===== config.mk =====
export PLATFORM = sky130hd
export DESIGN_NAME = lbct_cell
export DESIGN_NICKNAME = d
export VERILOG_FILES = /design/src/rtl/assert_macros.svh /design/src/rtl/lbct_pkg.sv /design/src/rtl/lbct_cell.sv
export SDC_FILE = /design/constraint.sdc
export NUM_CORES = 1
export LEC_CHECK = 0
export ABC_AREA = 1
export BUFFER_PORTS_ARGS = -buffer_cell sky130_fd_sc_hd__buf_4
export CORE_MARGIN = 2
export CORE_UTILIZATION = 50
export DETAILED_ROUTE_END_ITERATION = 12
export PLACE_DENSITY = 0.81
export SLEW_MARGIN = 5
export SYNTH_ARGS = -nofsm -noshare
export SYNTH_HDL_FRONTEND = slang
export SYNTH_SLANG_ARGS = --single-unit

===== constraint.sdc =====
create_clock -name clk -period 2.5 [get_ports clk]
set_clock_uncertainty 0.1 [all_clocks]
set_input_delay 0.125 -clock clk [delete_from_list [all_inputs] [get_ports clk]]
set_output_delay 0.125 -clock clk [all_outputs]
set_load 0.005 [all_outputs]

===== src/rtl/assert_macros.svh =====
// Assertion macros for the RTL of the tag manager, used by lru_block_cache_tags.
// Standalone header; the using module must provide clk and rst_n.
`ifndef ASSERT_MACROS_SVH
`define ASSERT_MACROS_SVH

// Property checked at every clock edge outside reset.
`define ASSERT_RST(lbl, prop, msg) \
  lbl: assert property (@(posedge clk) disable iff (!rst_n) prop) else $error(msg);

// Consequent checked in the cycle after the antecedent, outside reset.
`define ASSERT_NEXT(lbl, ante, cons, msg) \
  lbl: assert property (@(posedge clk) disable iff (!rst_n) (ante) |=> (cons)) else $error(msg);

`endif


===== src/rtl/lbct_pkg.sv =====
// Package of the LRU block cache tag manager: sizes, codes and types.
// No dependencies; used by lbct_cell and lru_block_cache_tags.
package lbct_pkg;

  localparam int WAYS        = 16;
  localparam int WAY_W       = $clog2(WAYS);
  localparam int BLOCK_BYTES = 64 * 1024;
  localparam int BLK_SHIFT   = $clog2(BLOCK_BYTES);
  localparam int TAG_W       = 48;
  localparam int LEN_W       = 17;
  localparam int STAMP_W     = 64;
  localparam int SIZE_W      = 64;
  localparam int OUT_WAY_W   = 4;
  localparam int PROD_W      = SIZE_W + BLK_SHIFT;

  typedef enum logic [2:0] {
    ST_HIT     = 3'd0,
    ST_MISS    = 3'd1,
    ST_BEYOND  = 3'd2,
    ST_FILLED  = 3'd3,
    ST_BAD     = 3'd4,
    ST_CHANGED = 3'd5,
    ST_NOPEND  = 3'd6
  } status_t;

  typedef enum logic {
    OP_LOOKUP = 1'b0,
    OP_FILL   = 1'b1
  } op_t;

  // victim candidate travelling along the row of cells
  typedef struct packed {
    logic               first;
    logic [WAY_W-1:0]   pos;
    logic [WAY_W-1:0]   way;
    logic               valid;
    logic [STAMP_W-1:0] stamp;
  } cand_t;

  typedef struct packed {
    logic  stb;
    cand_t cand;
  } carry_t;

  typedef struct packed {
    logic               install;
    logic [TAG_W-1:0]   tag;
    logic [LEN_W-1:0]   length;
    logic [STAMP_W-1:0] stamp;
  } wr_t;

  typedef struct packed {
    status_t            status;
    logic [WAY_W-1:0]   way;
    logic [SIZE_W-1:0]  offset;
    logic [LEN_W-1:0]   bytes;
    logic [SIZE_W-1:0]  ksize;
    logic               known;
  } res_t;

  function automatic logic [OUT_WAY_W-1:0] to_way4(input logic [WAY_W-1:0] w);
    logic [WAY_W+OUT_WAY_W-1:0] ext;
    ext = (WAY_W + OUT_WAY_W)'(w);
    return ext[OUT_WAY_W-1:0];
  endfunction

endpackage


===== src/rtl/lbct_cell.sv =====
// One way of the tag store: valid, tag, length and age stamp, tag compare,
// and one step of the victim sweep. Depends on lbct_pkg.
module lbct_cell import lbct_pkg::*; (
  input  logic             clk,
  input  logic             rst_n,
  input  logic             we,
  input  wr_t              wr,
  input  logic [TAG_W-1:0] look_tag,
  output logic             hit,
  output logic [LEN_W-1:0] length,
  input  carry_t           carry_in,
  output carry_t           carry_out
);

  logic               valid_r;
  logic [TAG_W-1:0]   tag_r;
  logic [LEN_W-1:0]   len_r;
  logic [STAMP_W-1:0] stamp_r;
  logic               stb_r;
  cand_t              cand_r;
  logic               take;

  assign hit    = valid_r && (tag_r == look_tag);
  assign length = len_r;

  assign take = carry_in.cand.first || !valid_r ||
                (carry_in.cand.valid && (stamp_r < carry_in.cand.stamp));

  always_ff @(posedge clk) begin
    if (!rst_n) begin
      valid_r <= 1'b0;
      stb_r   <= 1'b0;
    end else begin
      stb_r <= carry_in.stb;
      if (we && wr.install) begin
        valid_r <= 1'b1;
      end
    end
  end

  always_ff @(posedge clk) begin
    if (we) begin
      stamp_r <= wr.stamp;
      if (wr.install) begin
        tag_r <= wr.tag;
        len_r <= wr.length;
      end
    end
    if (carry_in.stb) begin
      cand_r.first <= 1'b0;
      cand_r.pos   <= carry_in.cand.pos + WAY_W'(1);
      cand_r.way   <= take ? carry_in.cand.pos : carry_in.cand.way;
      cand_r.valid <= take ? valid_r : carry_in.cand.valid;
      cand_r.stamp <= take ? stamp_r : carry_in.cand.stamp;
    end
  end

  assign carry_out = '{stb: stb_r, cand: cand_r};

endmodule


==> impl_results.md, run 1 <==
* Post-route cell area at approximately 17000 um2
* DP Worst Slack at roughly 5.3 ps
* Fin worst setup slack at -428 ps
* Netlist cell types at 35
* XOR/XNOR share of the synthesized area at 1.57%
* Crit path max fanout at 8
* H-tree depth at 1
* DR pass1 iterations at 5
* Vias at between 10000 and 15000
* Fin. max-slew vios at 0
* Clock transition at path regs at ~70 ps
* Core area at about 19000 um2
* Global-route wire length before repair at 52900 um
* Syn Inst Count at around 830
* DRC at 0
* Crit. End Element: flip-flop
* Remaining Overflow, GRT at 0
* Root buffer cell: clkbuf_16
* Min-delay worst type: in -> reg
* Sequential-to-total area share from yosys stat at between 60 and 70%
* Compound-gate portion of the synthesized area at between 4 and 5%
* Post-synth EDFFs at roughly 200
* Initial antenna violation count at 4
* Gr usage total at a little over a third
* Starting Density at about 50%
* Worst r2r dst: carry_out[60]$_DFFE_PP_
* Setup crit end: carry_out[60]$_DFFE_PP_
* DIE AREA at between 20000 and 25000 um2
* Primary FF master, synth: edfxtp_1
* Power Density at 594 nW/um2
* Area contributors post-synth: edfxtp_1 (64%), ha_1 (8.5%), nand2_1 (8.3%)
* Mapped Nets at 1154
* Final HPWL DP at 19900 um
* Most common cell in the netlist: nand2_1
* Setup CP Type: reg -> reg
* Worst skew pair latency at approximately 520 ps
* Peak VDD IR at ~540 uV
* DRT iter0 DRCs at about 1200
* Bufs on Longest Clock Path at 3
* Largest family of logic cells by synthesized area: simple AND/OR/NAND/NOR gates
* Final Util at 89.7%
* Synth top cells by count: nand2_1 (210), edfxtp_1 (202), inv_1 (109), nand3_1 (81), ha_1 (64)
* R2R cell count at 13
* Violated checks: negative hold slack, negative setup slack
* Slowest cell on the critical path: edfxtp_1
* Hold Violations, Final at 1
* Final WL at approximately 47000 um
* Post-Synthesis Cell Area at about 9500 um2
* Layout cells sized above 1 at between 40% and 50%
* Minimum clock period at just under 3000 ps
* Die Y at around 140 um
* CTS tree: yes
* Adder-cell share of the synthesized area at under 10%
* Crit-path max cell delay at roughly 420 ps
* Worst r2r src: stamp_r[23]$_DFFE_PP_
* Rows at 50
* Yosys warns at 0
* Antenna Nets Post-Route at 0
* Peak Freq at between 300 and 400 MHz
* Layout Nets at 1765
* Num CTS Buffers at 22
* Avg Vias per Cell at between 6 and 7
* Critical path arrival at around 3000 ps
* Area Growth Syn to Fin at 76.5%
* Top cell type by total area after synthesis: edfxtp_1
* Asr flop ratio synth at 0%
* Die width at roughly 140 um
* Post-synthesis simple-gate area fraction at between 10% and 20%
* DP Cell Count at around 1400
* CP Launch Type: flip-flop
* Slew margin rel. at between 60% and 70%
* RSZ-0062 raised after global routing: yes
* Worst slew pin tran at approximately 530 ps
* Critical path cell sequence: ha_1, nand2_1, nor2_1, nor2_1, nand3_1, a21oi_2, nand2_4, nand2_4, nand2_8, buf_12, clkbuf_16, nand3_2, nand2_2
* Final RePlAce weighted congestion at roughly 0.96
* Mapped Avg Cell Area at about 11 um2
* CP Data Required Time at 2650 ps
* Wirelength per Cell at around 28 um
* Top cell type's share of synthesized area at roughly 64%
* Largest net degree at the start of global routing at between 40 and 50
* LEAKAGE at 0.00750 uW
* Critical Path Start: stamp_r[23]$_DFFE_PP_
* Placed Area at about 12000 um2
* Multiplexer area fraction after synthesis at 0%
* Clock sinks at about 200
* Outcome: complete, but fails checks
* R2R Setup Slk at -430 ps
* Vias in the first global route at 9904
* Hold Slack at -2.16 ps
* Max-cap violation count at 0
* Num ports at 349
* Non-filler cells, final at 1699
* Crit share post-route at 117%
* Register bit total from synthesis at 204
* PortBufs at 347
* Final setup vio count at between 60 and 70
kinds of logic (layout without fill, tap and decap cells):
family | count (synthesis) | count (layout)
other | 1 | 5
buffers and inverters | 133 | 759
AOI/OAI and AO/OA | 67 | 67
xor gates and xnor gates | 17 | 17
adders and majority gates | 64 | 64
DFF | 204 | 204
and+or+nand+nor | 348 | 349
worst max-delay path, delay by kind of cell, from the launching register on:
| kind | cells | cell delay (ps) |
|---|---|---|
| flops | 1 | 420 |
| simple gates | 9 | 1200 |
| buf+inv | 2 | 350 |
| fa+ha+maj | 1 | 360 |
| compound gates | 1 | 220 |
sequential cells by signal, indices dropped and copies added (netlist names):
signal / flops
carry_out: 73
stamp_r: 64
tag_r: 48
length: 17
stb_r: 1
valid_r: 1
through the flow:
| stage | TNS [ps] | total power [uW] | hold WS [ps] |
|---|---|---|---|
| 3_5_place_dp | 0 | 5480 | 204 |
| 2_1_floorplan | 0 | 4720 | 118 |
| 3_3_place_gp | 0 | 5430 | 203 |
| 4_1_cts | -451 | 9080 | 4.34 |
| 5_1_grt | -24140 | 10100 | 12.9 |
| 6_report | -24650 | 9930 | -2.16 |
layer usage:
metal / share of wire, % / track usage, % / routed length [um]
met2: 46 / 64.6 / 21800
met3: 13 / 8.47 / 5960
met4: 10 / 16.9 / 4920
met5: 0 / 0 / 0
met1: 30 / 37.0 / 14200
worst min-delay path by stage:
stage                  from               endpoint  slack [ps]  depth (start not counted)
2_1_floorplan         rst_n       stb_r$_SDFF_PN0_         120                          2
3_3_place_gp         wr[18]  stamp_r[18]$_DFFE_PP_         200                          1
3_5_place_dp         wr[23]  stamp_r[23]$_DFFE_PP_         200                          1
4_1_cts        carry_in[74]       stb_r$_SDFF_PN0_           4                          3
5_1_grt        carry_in[74]       stb_r$_SDFF_PN0_          10                          3
6_report       carry_in[74]       stb_r$_SDFF_PN0_          -2                          3
cell type report:
class	count	area, um2
sequential	204	6110
multi-input combinational	498	3730
fill	619	1930
antenna	4	10.0
tap	234	293
inverter	110	413
timing repair buffer	609	5430
clock inverter	8	111
clock buffer	32	629
where the power goes:
part	leakage (uW)	switching, uW	internal [uW]
Clock	0.000361	1450	2060
Sequential	0.00197	185	4080
Combinational	0.00517	1070	1090
cells in the final DEF (no fill, tap or decap), types with 3 or more instances in the layout:
cell and instances:
a221oi_1 5, ha_4 10, nand3_1 50, ha_1 54
o21ai_0 14, buf_12 8, clkbuf_16 33, clkinv_1 3
nor2_1 25, nand2_4 43, xor2_1 5, nand2_2 67
buf_4 379, nand4_1 11, or2_2 5, dlygate4sd3_1 206
clkbuf_1 7, nand2_1 100, xnor2_1 12, a21oi_1 19
bufinv_16 3, inv_1 107, nand2_8 3, edfxtp_1 202
a21oi_2 7, o22ai_1 7, diode_2 4, nor3_1 3
o21ai_1 4, inv_2 3, nand3_2 29
what timing repair did:
item | in CTS | in global routing
gates resized for setup | 5 | 232
pin swaps | 2 | 33
hold buffers | 206 | 0
hold endpoints to repair | 225 | 0
gates cloned | 2 | 16
setup endpoints to repair | 60 | 69
setup buffers | 3 | 23
Note: power is estimated with default switching activity, not from simulation.
==> run 2: changes to the inputs <==
SKIP_LAST_GASP = 1   (was not set)
TNS_END_PERCENT = 5   (was not set)
==> run 2 against run 1 <==
  * Highest routed layer unchanged
  * Register-to-register slack gained 120 ps
  * Die area is the same
  * Sequential power is essentially flat
  * Hold slack lost 6.3 ps
  * Global-route usage is essentially flat
  * Maximum frequency grew 4.1%
  * Sequential share of layout area grew 2.1 points
  * Largest power group unchanged
  * Clock-buffer cell count is the same
  * Final cell count shrank 1.0%
  * Routed wire length shrank 12%
  * Total power shrank 4.0%
  * Clock power shrank 1%
  * The flow still finishes with violations (negative hold slack, negative setup slack)
==> impl_results.md, run 2 (same netlist as run 1, synthesis figures left out) <==
* Outcome: complete, but fails checks
* Violated checks: negative hold slack, negative setup slack
* Slew margin rel. at between 60% and 70%
* Commonest non-fill, non-tap cell in the layout: buf_4
* Max reg flops at 73
* Die Y at roughly 140 um
* Min-Delay Endpoint: stb_r$_SDFF_PN0_
* Area Growth Syn to Fin at 66.9%
* Tot Pwr at roughly 9500 uW
* Peak Freq at ~360 MHz
* Most frequent CP cell: nand2_1
* Fin worst setup slack at -312 ps
* Root buffer cell: clkbuf_16
* Clk pwr share at a little over a third
* Vias in the first global route at slightly below 10000
* Crit share post-route at 112%
* Min-delay worst type: in -> reg
* GR Util met3 at 8.98%
* Fin. max-slew vios at 0
* Hold depth at 3
* Fill cell count at 820
* PortBufs at between 300 and 400
* Clock transition at path regs at ~60 ps
* Die width at approximately 140 um
* DR pass1 iterations at 6
* Comb power frac at about a fifth
* Worst slew pin tran at about 500 ps
* Num ports at ~350
* DP Worst Slack at roughly 5.3 ps
* Final RePlAce weighted congestion at between 0.9 and 1
* Largest net degree at the start of global routing at between 40 and 50
* Most frequent cells in the layout: buf_4 (371), dlygate4sd3_1 (206), edfxtp_1 (202)
* DRT iter0 DRCs at 850
* Rows at 50
* Initial antenna violation count at 2
* Bufs on Longest Clock Path at 3
* Met1 usage at a little under two fifths
* R2R Setup Slk at -310 ps
* RSZ-0062 raised after global routing: yes
* Final WL at 41300 um
* DRC at 0
* Peak VDD IR at approximately 730 uV
* Remaining Overflow, GRT at 0
* Layout Nets at around 1800
* Wirelength per Cell at between 20 and 25 um
* Clock sinks at about 200
* Starting Density at 50.8%
* LEAKAGE at between 0.007 and 0.008 uW
* CTS tree: yes
* R2R cell count at 12
* Num CTS Buffers at 22
* Internal power at ~7100 uW
* Final setup vio count at 68
* Critical path cell sequence: ha_1, a21oi_1, o21a_1, nand2_1, a21oi_2, nand2_1, nand2_2, nand2_4, buf_12, clkbuf_16, nand3_1, nand2_1
* H-tree depth at 1
* Worst r2r dst: carry_out[25]$_DFFE_PP_
* Switching fraction of total power at between 20% and 30%
* Setup tns final at -13220 ps
* Hold_sp: carry_in[74]
* Net switching power at roughly 2400 uW
* M2 GR Usage at between 60% and 70%
* CP Launch Type: flip-flop
* Worst r2r src: stamp_r[31]$_DFFE_PP_
* Global-route wire length before repair at roughly 53000 um
* Avg Vias per Cell at between 5 and 6
* Crit-path max cell delay at about 440 ps
* GR peak layer: met2
* Final HPWL DP at 19900 um
* Power Density at approximately 600 nW/um2
* Crit path max fanout at 10
* Hold Slack at -8.45 ps
* CP Data Required Time at 2630 ps
* Slowest cell on the critical path: edfxtp_1
* Gr usage total at 34.8%
* Worst skew pair latency at ~510 ps
* Minimum clock period at 2810 ps
* Sequential Power Share at between 40% and 50%
* Hold Violations, Final at 1
* Critical path arrival at roughly 3000 ps
* Antenna Nets Post-Route at 0
* Core area at about 19000 um2
* Layout cells sized above 1 at between 30% and 40%
* Crit. End Element: flip-flop
* Setup CP Type: reg -> reg
* DIE AREA at 20100 um2
* Vias at 9836
* Max-cap violation count at 0
run 2: cell count changes in the layout (fill, tap and decap cells not counted), sizes merged:
cell and change:
diode -2, buf -12, clkbuf -3
run 2: power groups by stage:
stage | registers, uW | clock network [uW] | logic (uW)
after floorplan | 4240 | 0 | 477
after global placement | 4250 | 0 | 1180
after detailed placement | 4260 | 0 | 1220
after CTS | 4190 | 3380 | 1520
after global routing | 4240 | 3580 | 1950
final | 4230 | 3450 | 1860
run 2: how the worst max path moves through the flow:
stage,start,endpoint,slack (ps),depth (start not counted)
2_1_floorplan,stamp_r[63]$_DFFE_PP_,carry_out[43]$_DFFE_PP_,220,14
3_3_place_gp,stamp_r[39]$_DFFE_PP_,carry_out[17]$_DFFE_PP_,40,11
3_5_place_dp,stamp_r[63]$_DFFE_PP_,carry_out[11]$_DFFE_PP_,5,13
4_1_cts,stamp_r[59]$_DFFE_PP_,carry_out[68]$_DFFE_PP_,-50,13
5_1_grt,stamp_r[7]$_DFFE_PP_,carry_out[32]$_DFFE_PP_,-390,15
6_report,stamp_r[31]$_DFFE_PP_,carry_out[25]$_DFFE_PP_,-310,12
run 2: per-layer routing:
metal | part of all wire (%) | wire length (um) | vias to the layer above
li1 | - | - | 4079
met1 | 31 | 12700 | 4496
met2 | 47 | 19500 | 949
met3 | 13 | 5230 | 312
met4 | 9.2 | 3820 | 0
met5 | 0 | 0 | -
run 2: cell type report:
type / instances / area [um2] / area share [%]
sequential: 204 / 6110 / 38.6
timing repair buffer: 594 / 5210 / 33.0
multi-input combinational: 498 / 3050 / 19.3
clock buffer: 32 / 629 / 3.98
inverter: 110 / 413 / 2.61
tap: 234 / 293 / 1.85
clock inverter: 8 / 111 / 0.704
antenna: 2 / 5.00 / 0.0316
run 2: through the flow:
step | util (%) | area, um2 | instances | hold WS [ps]
2_1_floorplan | - | 9470 | 834 | 118
3_3_place_gp | 66.5 | 12400 | 1405 | 203
3_5_place_dp | 66.5 | 12400 | 1405 | 204
4_1_cts | 82.0 | 15300 | 1656 | 4.34
5_1_grt | 84.8 | 15800 | 1680 | 12.9
6_report | 84.8 | 15800 | 1682 | -8.45
run 2: critical path, delay by kind of cell, from the launching register on:
family | cells | cell delay, ps
AO/OA/AOI/OAI | 3 | 610
adder cells (fa/ha/maj) | 1 | 360
flip-flops | 1 | 440
AND/OR/NAND/NOR | 6 | 650
buffers and inverters | 2 | 350
run 2: repair_timing:
action                                  in CTS  in global routing
hold endpoints to repair                   225                  0
pin swaps                                    2                  9
hold buffers                               206                  0
cloned                                       2                 10
buffers inserted                             3                 14
resized for setup                            4                 48
endpoints found under the setup margin      60                 69
